`src/sv/hda_pkg.sv`:
```
`timescale 1ns / 1ps

package hda_pkg;

   // Width of one element of a vector (signed fixed point).
   localparam int unsigned DATA_W = 32;
   // The divisor is 2^F plus a value below 2^32, which needs one more bit.
   localparam int unsigned DEN_W = DATA_W + 1;
   // Width of the running sum and of the distance (unsigned Q12.16).
   localparam int unsigned SUM_W = 28;

   // Status of the divider as the sequencer sees it.
   typedef struct packed {
      logic busy;
      logic done;
   } div_status_type;

endpackage

```
`src/sv/hda_div.sv`:
```
`timescale 1ns / 1ps

module hda_div #(
   parameter int unsigned FRACTION_BITS = 16
) (
   input  logic                            clock,
   input  logic                            reset,
   input  logic                            start,
   input  logic [hda_pkg::DATA_W-1:0]      dividend,
   input  logic [hda_pkg::DEN_W-1:0]       divisor,
   output logic [FRACTION_BITS-1:0]        quotient,
   output hda_pkg::div_status_type         status
);

   localparam int unsigned CNT_W = $clog2(FRACTION_BITS + 1);

   logic                        busy_ff, busy_in;
   logic                        done_ff, done_in;
   logic [CNT_W-1:0]            cnt_ff, cnt_in;
   logic [hda_pkg::DEN_W-1:0]   rem_ff, rem_in;
   logic [hda_pkg::DEN_W-1:0]   den_ff, den_in;
   logic [FRACTION_BITS-1:0]    quo_ff, quo_in;
   logic [hda_pkg::DEN_W:0]     rem_shift;
   logic [hda_pkg::DEN_W:0]     rem_trial;

   // One restoring step per cycle: the dividend is always below the divisor,
   // so the partial remainder stays below the divisor and each step yields
   // one fraction bit of the quotient.
   assign rem_shift = {rem_ff, 1'b0};
   assign rem_trial = rem_shift - {1'b0, den_ff};

   always_comb begin
      busy_in = busy_ff;
      done_in = 1'b0;
      cnt_in  = cnt_ff;
      rem_in  = rem_ff;
      den_in  = den_ff;
      quo_in  = quo_ff;
      if (start) begin
         busy_in = 1'b1;
         cnt_in  = CNT_W'(FRACTION_BITS);
         rem_in  = {1'b0, dividend};
         den_in  = divisor;
      end else if (busy_ff) begin
         if (rem_trial[hda_pkg::DEN_W]) begin
            rem_in = rem_shift[hda_pkg::DEN_W-1:0];
            quo_in = {quo_ff[FRACTION_BITS-2:0], 1'b0};
         end else begin
            rem_in = rem_trial[hda_pkg::DEN_W-1:0];
            quo_in = {quo_ff[FRACTION_BITS-2:0], 1'b1};
         end
         cnt_in = cnt_ff - CNT_W'(1);
         if (cnt_ff == CNT_W'(1)) begin
            busy_in = 1'b0;
            done_in = 1'b1;
         end
      end
   end

   always_ff @(posedge clock) begin
      if (reset) begin
         busy_ff <= 1'b0;
         done_ff <= 1'b0;
         cnt_ff  <= '0;
      end else begin
         busy_ff <= busy_in;
         done_ff <= done_in;
         cnt_ff  <= cnt_in;
      end
      rem_ff <= rem_in;
      den_ff <= den_in;
      quo_ff <= quo_in;
   end

   assign quotient    = quo_ff;
   assign status.busy = busy_ff;
   assign status.done = done_ff;

   a_busy_count: assert property (@(posedge clock) disable iff (reset)
      busy_ff |-> cnt_ff != '0)
      else $error("divider busy with an exhausted step count");

   a_rem_bound: assert property (@(posedge clock) disable iff (reset)
      busy_ff |-> rem_ff < den_ff)
      else $error("partial remainder not below divisor");

   a_done_end: assert property (@(posedge clock) disable iff (reset)
      done_ff |-> $past(busy_ff) && !busy_ff)
      else $error("divider done without finishing a division");

endmodule

```
`src/sv/hassanat_distance_accumulator.sv`:
```
`timescale 1ns / 1ps

// Hassanat distance accumulator. Each input item is one element pair (x, y) of
// two vectors in signed fixed point with FRACTION_BITS fraction bits, and the
// block adds |x-y| / (1 + max(x,y) - min(x,y,0)), truncated to FRACTION_BITS
// fraction bits, to a running sum. The item marked by req_tlast adds its term,
// then sends the sum as one result item (unsigned Q12.16, saturated at the
// maximum) and clears the sum. Each item goes through these steps in order: the
// block takes it, forms the divisor and starts the radix-2 divider, waits while
// the divider forms the quotient bits and until it reports that it is done, then
// adds the quotient into the sum; only then is it ready for the next item.
// A last item may wait further until the previous result item is taken.
module hassanat_distance_accumulator #(
   parameter int unsigned FRACTION_BITS = 16
) (
   input  logic        clock,
   input  logic        reset,
   input  logic        req_tvalid,
   output logic        req_tready,
   input  logic [63:0] req_tdata,   // [31:0] x_value, [63:32] y_value
   input  logic        req_tlast,   // last_element
   output logic        rsp_tvalid,
   input  logic        rsp_tready,
   output logic [31:0] rsp_tdata    // [27:0] distance, [31:28] zero
);

   localparam logic [1:0] S_IDLE  = 2'd0;
   localparam logic [1:0] S_SETUP = 2'd1;
   localparam logic [1:0] S_DIV   = 2'd2;
   localparam logic [1:0] S_ACC   = 2'd3;

   localparam int unsigned DW = hda_pkg::DATA_W;
   localparam int unsigned SW = hda_pkg::SUM_W;

   logic [1:0]              state_ff, state_in;
   logic signed [DW-1:0]    x_ff, x_in;
   logic signed [DW-1:0]    y_ff, y_in;
   logic                    last_ff, last_in;
   logic [SW-1:0]           sum_ff, sum_in;
   logic                    rsp_valid_ff, rsp_valid_in;
   logic [SW-1:0]           rsp_data_ff, rsp_data_in;

   logic                    x_gt;
   logic [DW:0]             d_xy;
   logic [DW:0]             d_yx;
   logic [DW-1:0]           diff;
   logic signed [DW-1:0]    hi;
   logic signed [DW-1:0]    lo;
   logic [hda_pkg::DEN_W-1:0] den;
   logic                    div_start;
   logic [FRACTION_BITS-1:0] quo;
   hda_pkg::div_status_type div_st;
   logic [SW:0]             sum_wide;
   logic [SW-1:0]           sum_sat;
   logic                    out_free;

   // Divisor setup from the stored pair. min(x, y, 0) is the smaller element
   // when that one is negative, else zero.
   assign x_gt = x_ff > y_ff;
   assign d_xy = {x_ff[DW-1], x_ff} - {y_ff[DW-1], y_ff};
   assign d_yx = {y_ff[DW-1], y_ff} - {x_ff[DW-1], x_ff};
   assign diff = x_gt ? d_xy[DW-1:0] : d_yx[DW-1:0];
   assign hi   = x_gt ? x_ff : y_ff;
   assign lo   = x_gt ? y_ff : x_ff;
   assign den  = (lo[DW-1] ? {1'b0, diff} : {1'b0, hi})
               + (hda_pkg::DEN_W'(1) << FRACTION_BITS);

   assign div_start = (state_ff == S_SETUP);

   hda_div #(
      .FRACTION_BITS (FRACTION_BITS)
   ) u_div (
      .clock    (clock),
      .reset    (reset),
      .start    (div_start),
      .dividend (diff),
      .divisor  (den),
      .quotient (quo),
      .status   (div_st)
   );

   assign sum_wide = {1'b0, sum_ff} + {{(SW + 1 - FRACTION_BITS){1'b0}}, quo};
   assign sum_sat  = sum_wide[SW] ? {SW{1'b1}} : sum_wide[SW-1:0];
   assign out_free = !rsp_valid_ff || rsp_tready;

   always_comb begin
      state_in     = state_ff;
      x_in         = x_ff;
      y_in         = y_ff;
      last_in      = last_ff;
      sum_in       = sum_ff;
      rsp_valid_in = rsp_valid_ff && !rsp_tready;
      rsp_data_in  = rsp_data_ff;
      case (state_ff)
         S_IDLE: begin
            if (req_tvalid) begin
               x_in     = req_tdata[DW-1:0];
               y_in     = req_tdata[2*DW-1:DW];
               last_in  = req_tlast;
               state_in = S_SETUP;
            end
         end
         S_SETUP: begin
            state_in = S_DIV;
         end
         S_DIV: begin
            if (div_st.done) begin
               state_in = S_ACC;
            end
         end
         S_ACC: begin
            if (!last_ff) begin
               sum_in   = sum_sat;
               state_in = S_IDLE;
            end else if (out_free) begin
               rsp_valid_in = 1'b1;
               rsp_data_in  = sum_sat;
               sum_in       = '0;
               state_in     = S_IDLE;
            end
         end
         default: begin
            state_in = S_IDLE;
         end
      endcase
   end

   always_ff @(posedge clock) begin
      if (reset) begin
         state_ff     <= S_IDLE;
         sum_ff       <= '0;
         rsp_valid_ff <= 1'b0;
      end else begin
         state_ff     <= state_in;
         sum_ff       <= sum_in;
         rsp_valid_ff <= rsp_valid_in;
      end
      x_ff        <= x_in;
      y_ff        <= y_in;
      last_ff     <= last_in;
      rsp_data_ff <= rsp_data_in;
   end

   assign req_tready = (state_ff == S_IDLE);
   assign rsp_tvalid = rsp_valid_ff;
   assign rsp_tdata  = {{(32 - SW){1'b0}}, rsp_data_ff};

   a_ready_div_idle: assert property (@(posedge clock) disable iff (reset)
      req_tready |-> !div_st.busy)
      else $error("input ready while the divider is still working");

   a_rsp_from_last: assert property (@(posedge clock) disable iff (reset)
      $rose(rsp_valid_ff) |-> $past(state_ff == S_ACC && last_ff))
      else $error("result item raised without a last element");

   a_done_in_div: assert property (@(posedge clock) disable iff (reset)
      div_st.done |-> state_ff == S_DIV)
      else $error("divider finished outside the divide state");

   a_sum_cleared: assert property (@(posedge clock) disable iff (reset)
      $rose(rsp_valid_ff) |-> sum_ff == '0)
      else $error("running sum not cleared after a result item");

endmodule
```
`config.mk`:
```
export PLATFORM = sky130hd
export DESIGN_NAME = hassanat_distance_accumulator
export DESIGN_NICKNAME = d
export VERILOG_FILES = /design/src/sv/hda_pkg.sv /design/src/sv/hda_div.sv /design/src/sv/hassanat_distance_accumulator.sv
export SDC_FILE = /design/constraint.sdc
export NUM_CORES = 1
export LEC_CHECK = 0
export ABC_AREA = 1
export BUFFER_PORTS_ARGS = -buffer_cell sky130_fd_sc_hd__buf_2
export CORE_MARGIN = 1.5
export CORE_UTILIZATION = 35
export CTS_BUF_LIST = sky130_fd_sc_hd__clkbuf_4
export DETAILED_ROUTE_END_ITERATION = 12
export PLACE_DENSITY = 0.48
export SLEW_MARGIN = 20
export SYNTH_ARGS = -nofsm -noshare
export SYNTH_HDL_FRONTEND = slang
export SYNTH_SLANG_ARGS = --single-unit
```
`constraint.sdc`:
```
create_clock -name clock -period 4 [get_ports clock]
set_input_delay 0.4 -clock clock [delete_from_list [all_inputs] [get_ports clock]]
set_output_delay 0.4 -clock clock [all_outputs]
set_load 0.1 [all_outputs]
```
# Word-level counts from Yosys, hierarchy flattened
# Cells that the tools add are included.
word_totals:
  ff_bits: 213
  in_bits: 69
  output_inout_bits: 34
  elab_cells: 70
classes:
  addsub: 6
  order_cmp: 1
  n_eq_ne: 8
  muxes: 25
  bitwise: 2
  n_reduce_logical: 13
op_table:
  columns: ["op", "count"]
  rows:
  - ["32-bit two-way mux", 6]
  - ["28-bit two-way mux", 3]
  - ["32-bit subtractor", 2]
  - ["34-bit by 33-bit subtractor with 34-bit output", 1]
  - ["32-bit by 17-bit adder with 33-bit output, second input constant", 1]
  - ["33-bit two-way mux", 1]
  - ["32-bit > comparator", 1]
  - ["28-bit by 16-bit adder with 29-bit output", 1]
  - ["5-bit two-way mux", 2]
  - ["1-bit two-way mux", 8]
  - ["2-bit two-way mux", 4]
  - ["2-bit one-hot mux with 4 select lines", 1]
  - ["2-bit AND reduction", 3]
  - ["3-bit AND reduction", 2]
  - ["5-bit by 1-bit equality test with 1-bit output, second input constant", 1]
  - ["5-bit by 1-bit subtractor with 5-bit output, second input constant", 1]
  - ["2-bit equality test, second input constant", 2]
  - ["2-bit by 1-bit != test with 1-bit output, second input constant", 2]
  - ["3-bit != test, second input constant", 1]
  - ["3-bit OR reduction", 1]
  - ["2-bit by 1-bit equality test with 1-bit output, second input constant", 1]
  - ["1-bit zero test", 2]
  - ["2-bit zero test", 1]
  - ["2-bit != test, second input constant", 1]
  - ["other kinds (5)", 6]

# Depth between registers and ports, before layout
depth:
  word_depth: 5
  mapped_depth: 26
  depth_no_buf: 25

# Cells and area by module
# Synthesis repeated with hierarchy kept, for this count alone.
hier_totals:
  cells_unflattened: 2737
  hier_area_um2: 18226.2
by_module_without_submodules:
  columns: ["mod", "n_inst", "cells_per_inst", "area_per_inst_um2", "seq_area_each_um2"]
  rows:
  - ["hassanat_distance_accumulator", 1, 1797, 11534.8, 3413.3]
  - ["hda_div", 1, 940, 6691.4, 2592.5]

# Worst setup path before layout
# OpenSTA, ideal clock, no wires.
synth_timing:
  path_kind: "reg2reg"
  start: "register y_ff[0]"
  end: "register u_div.den_ff[24] (netlist name), data pin"
  setup_time_ns: 0.258
  t_arrival_ns: 2.812
  required_ns: 3.742
  path_slack_ns: 0.931
  path_stages_with_launch: 24
  n_path_buf: 1
  synth_period_minus_slack_ns: 3.069
  path_cell_list: "edfxtp_1 > ha_1 > fa_1 > inv_1 > nand3_1 > nand2_1 > nand2_1 > nand2_1 > nand2_2 > nand2_2 > nand2_4 > nand2_2 > nand2_2 > nand3_4 > buf_6 > nand2_1 > o21ai_0 > nand2_1 > nand2_4 > ha_1 > nand3_4 > inv_2 > nand2_1 > xor2_1"
synth_between:
  elab_chain_cells: 4
  elab_cells_between_ends: 8
  classes_between: "3 x add/sub; 1 x order compare; 4 x mux"
synth_rtl:
  columns: ["element", "line", "source"]
  rows:
  - ["from (decl)", "hassanat_distance_accumulator.sv:37", "logic signed [DW-1:0] y_ff, y_in;"]
  - ["from (signal assigned)", "hassanat_distance_accumulator.sv:139", "y_ff <= y_in;"]
  - ["32-bit subtractor (tied with other cells)", "hassanat_distance_accumulator.sv:61", "assign d_yx = {y_ff[DW-1], y_ff} - {x_ff[DW-1], x_ff};"]
  - ["32-bit two-way mux, on equally long branches", "hassanat_distance_accumulator.sv:62, hassanat_distance_accumulator.sv:63, hassanat_distance_accumulator.sv:64", null]
  - ["32-bit two-way mux (*)", "hassanat_distance_accumulator.sv:65", "assign den = (lo[DW-1] ? {1'b0, diff} : {1'b0, hi})"]
  - ["32-bit by 17-bit adder with 33-bit output (*)", "hassanat_distance_accumulator.sv:66", "+ (hda_pkg::DEN_W'(1) << FRACTION_BITS);"]
  - ["named net den, one bit", "hassanat_distance_accumulator.sv:49", "logic [hda_pkg::DEN_W-1:0] den;"]
  - ["to (signal assigned)", "hda_div.sv:71", "den_ff <= den_in;"]
  - ["to (decl)", "hda_div.sv:21", "logic [hda_pkg::DEN_W-1:0] den_ff, den_in;"]
# Mark *: on every way through the listed nets, which the timed path passes. The rest lies on a longest branch.
# A chain may end at the register's enable or synchronous reset.

# Final worst setup path
# Same ends and word-level chain as after synthesis.

==> results.md <==
* Clock skew at 0.0733 ns
* Core region area at 0.0467 mm2
* Post-Syn Instances at 2,271
* Yosys reg bits at 213
* Sequential share of the synthesized area at 0.361
* Register Area at 0.00601 mm2
* Post-synth top cells: nand2_1 (704), inv_1 (350), edfxtp_1 (174)
* PD cells at 858 mW/mm2
* Count of cell types in the netlist at 48
* Die Height at 221 um
* Clk buf depth at 3
* Multi-input gate area at 0.00899 mm2
* Count leader, synth: nand2_1
* Worst vdd ir at 0.000307 V
* Placer congestion estimate at 1.01
* CP Data Arrival Time at 4.22 ns
* Yosys Warn Count at 0
* Final global-route overflow total at 0
* GRT Resource Usage Total at 0.208
* H-Tree Depth at 2
* Die Width at 221 um
* Critical path startpoint: y_ff[0]$_DFFE_PP_
* Total power at 16.6 mW
* LEAKAGE at 9.25 nW
* Critical path peak fanout at 14
* Hold path startpoint: reset
* Crit path kind: flop to flop
* Post-route insts no fill at 3,141
* CTS Sinks at 213
* Setup TNS at 0 ns
* Syn Area/Cell at 7.32 um2
* DRC at 0
* Crit start category: flop
* Layout cell share with drive strength beyond 1 at 0.129
* Slew @ Worst Pin at 0.997 ns
* Final core utilization at 0.414
* Synth Flop Type: edfxtp_1
* Rows at 79
* Largest net degree at the start of global routing at 53
* CTS tree: built
* Routed vias/inst at 4.85
* Reg2reg start: y_ff[0]$_DFFE_PP_
* Vias in the first global route at 15,000
* CTS Root Cell: clkbuf_4
* Crit share post-route at 0.909
* RSZ-0062 raised after global routing: false
* Clock slew seen by the registers of the worst setup and hold paths at 0.07 ns
* Cts bufs inserted at 61
* Top-area cell type share of the netlist area at 0.314
* Initial antenna violation count at 2
* Tightest Hold Check Type: input port to flop
* Top cells by area, synth: edfxtp_1 (31%), nand2_1 (16%), ha_1 (8.9%), inv_1 (7.9%), dfxtp_1 (4.7%)
* Initial core utilization at 0.356
* Final setup fails at 0
* IO Port Bufs at 98
* FFs w/ async S/R, synth at 0
* Detailed Route Iter0 Violations at 918
* Layout area overhead at 16.4%
* Clock latency on the worst-skew pair at 0.86 ns
* Via count at 15,200
* Post-synth EDFFs at 174
* Placed cells at 2,954
* Area of the die at 0.0488 mm2
* Layout net count at 2,673
* Maxcap violations at 0
* Post-DP HPWL at 40,000 um
* CP Capture Type: flop
* Reg2Reg Setup Slack at 0.36 ns
* Slew Limit Fails at 0
* Filler cell count at 4,944
* Global-route wire length before repair at 80,800 um
* DR WL/cell at 16.3 um
* WL final at 51,100 um
* Final hold violations at 0
* Post-synth top area cell: edfxtp_1
* TritonRoute pass-1 iters at 7
* Post-layout min period at 3.64 ns
* Syn Std Cell Area at 0.0166 mm2
* Worst EP required at 4.58 ns
* Ports at 103
* Status: complete, no violations
* Final ANT Viol Nets at 0
* Max Fclk at 275 MHz
* Relative slew slack at 0.336
layer usage:
metal  GRT usage  up-vias  part of all wire
li1            -     7861                 -
met5           0        -                 0
met3      0.0254       97             0.040
met2       0.347      335              0.46
met4      0.0712        0             0.028
met1       0.278     6948              0.47
sequential cells by signal, indices dropped and copies added, names as in the netlist:
name / count
y_ff: 32
state_ff: 2
u_div.rem_ff: 33
u_div.quotient: 16
sum_ff: 28
u_div.cnt_ff: 5
last_ff: 1
u_div.den_ff: 33
u_div.done_ff: 1
u_div.busy_ff: 1
rsp_data_ff: 28
x_ff: 32
rsp_tvalid: 1
path summary, 6_finish.rpt:
| path | depth (start not counted) | end |
|---|---|---|
| worst max-delay path | 22 | u_div.den_ff[24]$_DFFE_PP_ |
| worst min-delay path | 2 | sum_ff[3]$_SDFFE_PP0P_ |
| worst max register to register | 22 | u_div.den_ff[24]$_DFFE_PP_ |
| worst min register to register | 0 | u_div.quotient[3]$_DFFE_PP_ |
kinds of logic (layout without fill, tap and decap cells):
group | after synthesis | count (layout) | synth area share
other cells | 1 | 6 | 0.000226
buf+inv | 409 | 666 | 0.0992
xor+xnor | 68 | 68 | 0.0358
compound gates | 374 | 374 | 0.126
fa+ha+maj | 122 | 122 | 0.0937
mux | 1 | 1 | 0.000602
simple gates | 1083 | 1084 | 0.283
flops | 213 | 213 | 0.361
through the flow:
step | hold WS (ns) | cell area (um2) | setup WS, ns
final | 0.173 | 19300 | 0.363
after global routing | 0.139 | 19300 | 0.0459
after CTS | 0.0763 | 19300 | 0.281
after detailed placement | 0.438 | 17800 | 0.266
after global placement | 0.433 | 17800 | 0.336
after floorplan | 0.431 | 16600 | 0.931
worst max-delay path, stage by stage (launching register included):
cell and delay, ns:
edfxtp_1 0.42, ha_1 0.24, fa_1 0.38, inv_2 0.11
nand3_1 0.07, nand2_1 0.15, nand2_1 0.09, nand2_1 0.14
nand2_2 0.08, nand2_2 0.10, nand2_4 0.08, nand2_2 0.08
nand2_2 0.09, nand3_2 0.29, nand2_1 0.09, o21ai_0 0.11
nand2_1 0.10, nand2_2 0.11, ha_1 0.24, nand3_4 0.12
inv_2 0.11, nand2_1 0.07, xor2_1 0.14
final cells by class:
class | count | share of cell area
diodes | 2 | 0.000259
clock buffers | 94 | 0.0365
clock inverters | 19 | 0.00511
inverters | 354 | 0.0687
multi-input cells | 1653 | 0.465
flip-flops and latches | 213 | 0.311
well taps | 607 | 0.0393
repair buffers | 199 | 0.0745
layout by cell type (no fill, tap or decap), types with 10 or more instances in the layout:
cell type / n
edfxtp_1: 174
xor2_1: 44
nand3_1: 117
nor2_1: 123
clkinv_1: 12
o21ai_1: 10
clkbuf_4: 94
inv_1: 348
a21oi_1: 155
dfxtp_1: 39
dlygate4sd3_1: 67
ha_1: 117
nor3_1: 20
xnor2_1: 24
nand2_2: 29
nor2_2: 12
nand4_1: 24
buf_2: 98
a31oi_1: 11
or2_2: 14
o211ai_1: 39
o21bai_1: 15
o21ai_0: 116
nand3_2: 11
buf_4: 32
nand2_1: 703
what timing repair did:
action / in CTS / in global routing
buffers inserted: 0 / 4
resized for setup: 0 / 1
endpoints found under the setup margin: 0 / 5
hold buffers: 67 / 0
hold endpoints to repair: 67 / 0
report_power, final:
group          switching, mW  internal (mW)
combinational           7.24           3.44
clock                   1.03           1.08
sequential             0.325           3.47
No activity file was read; power rests on OpenSTA's default activity.
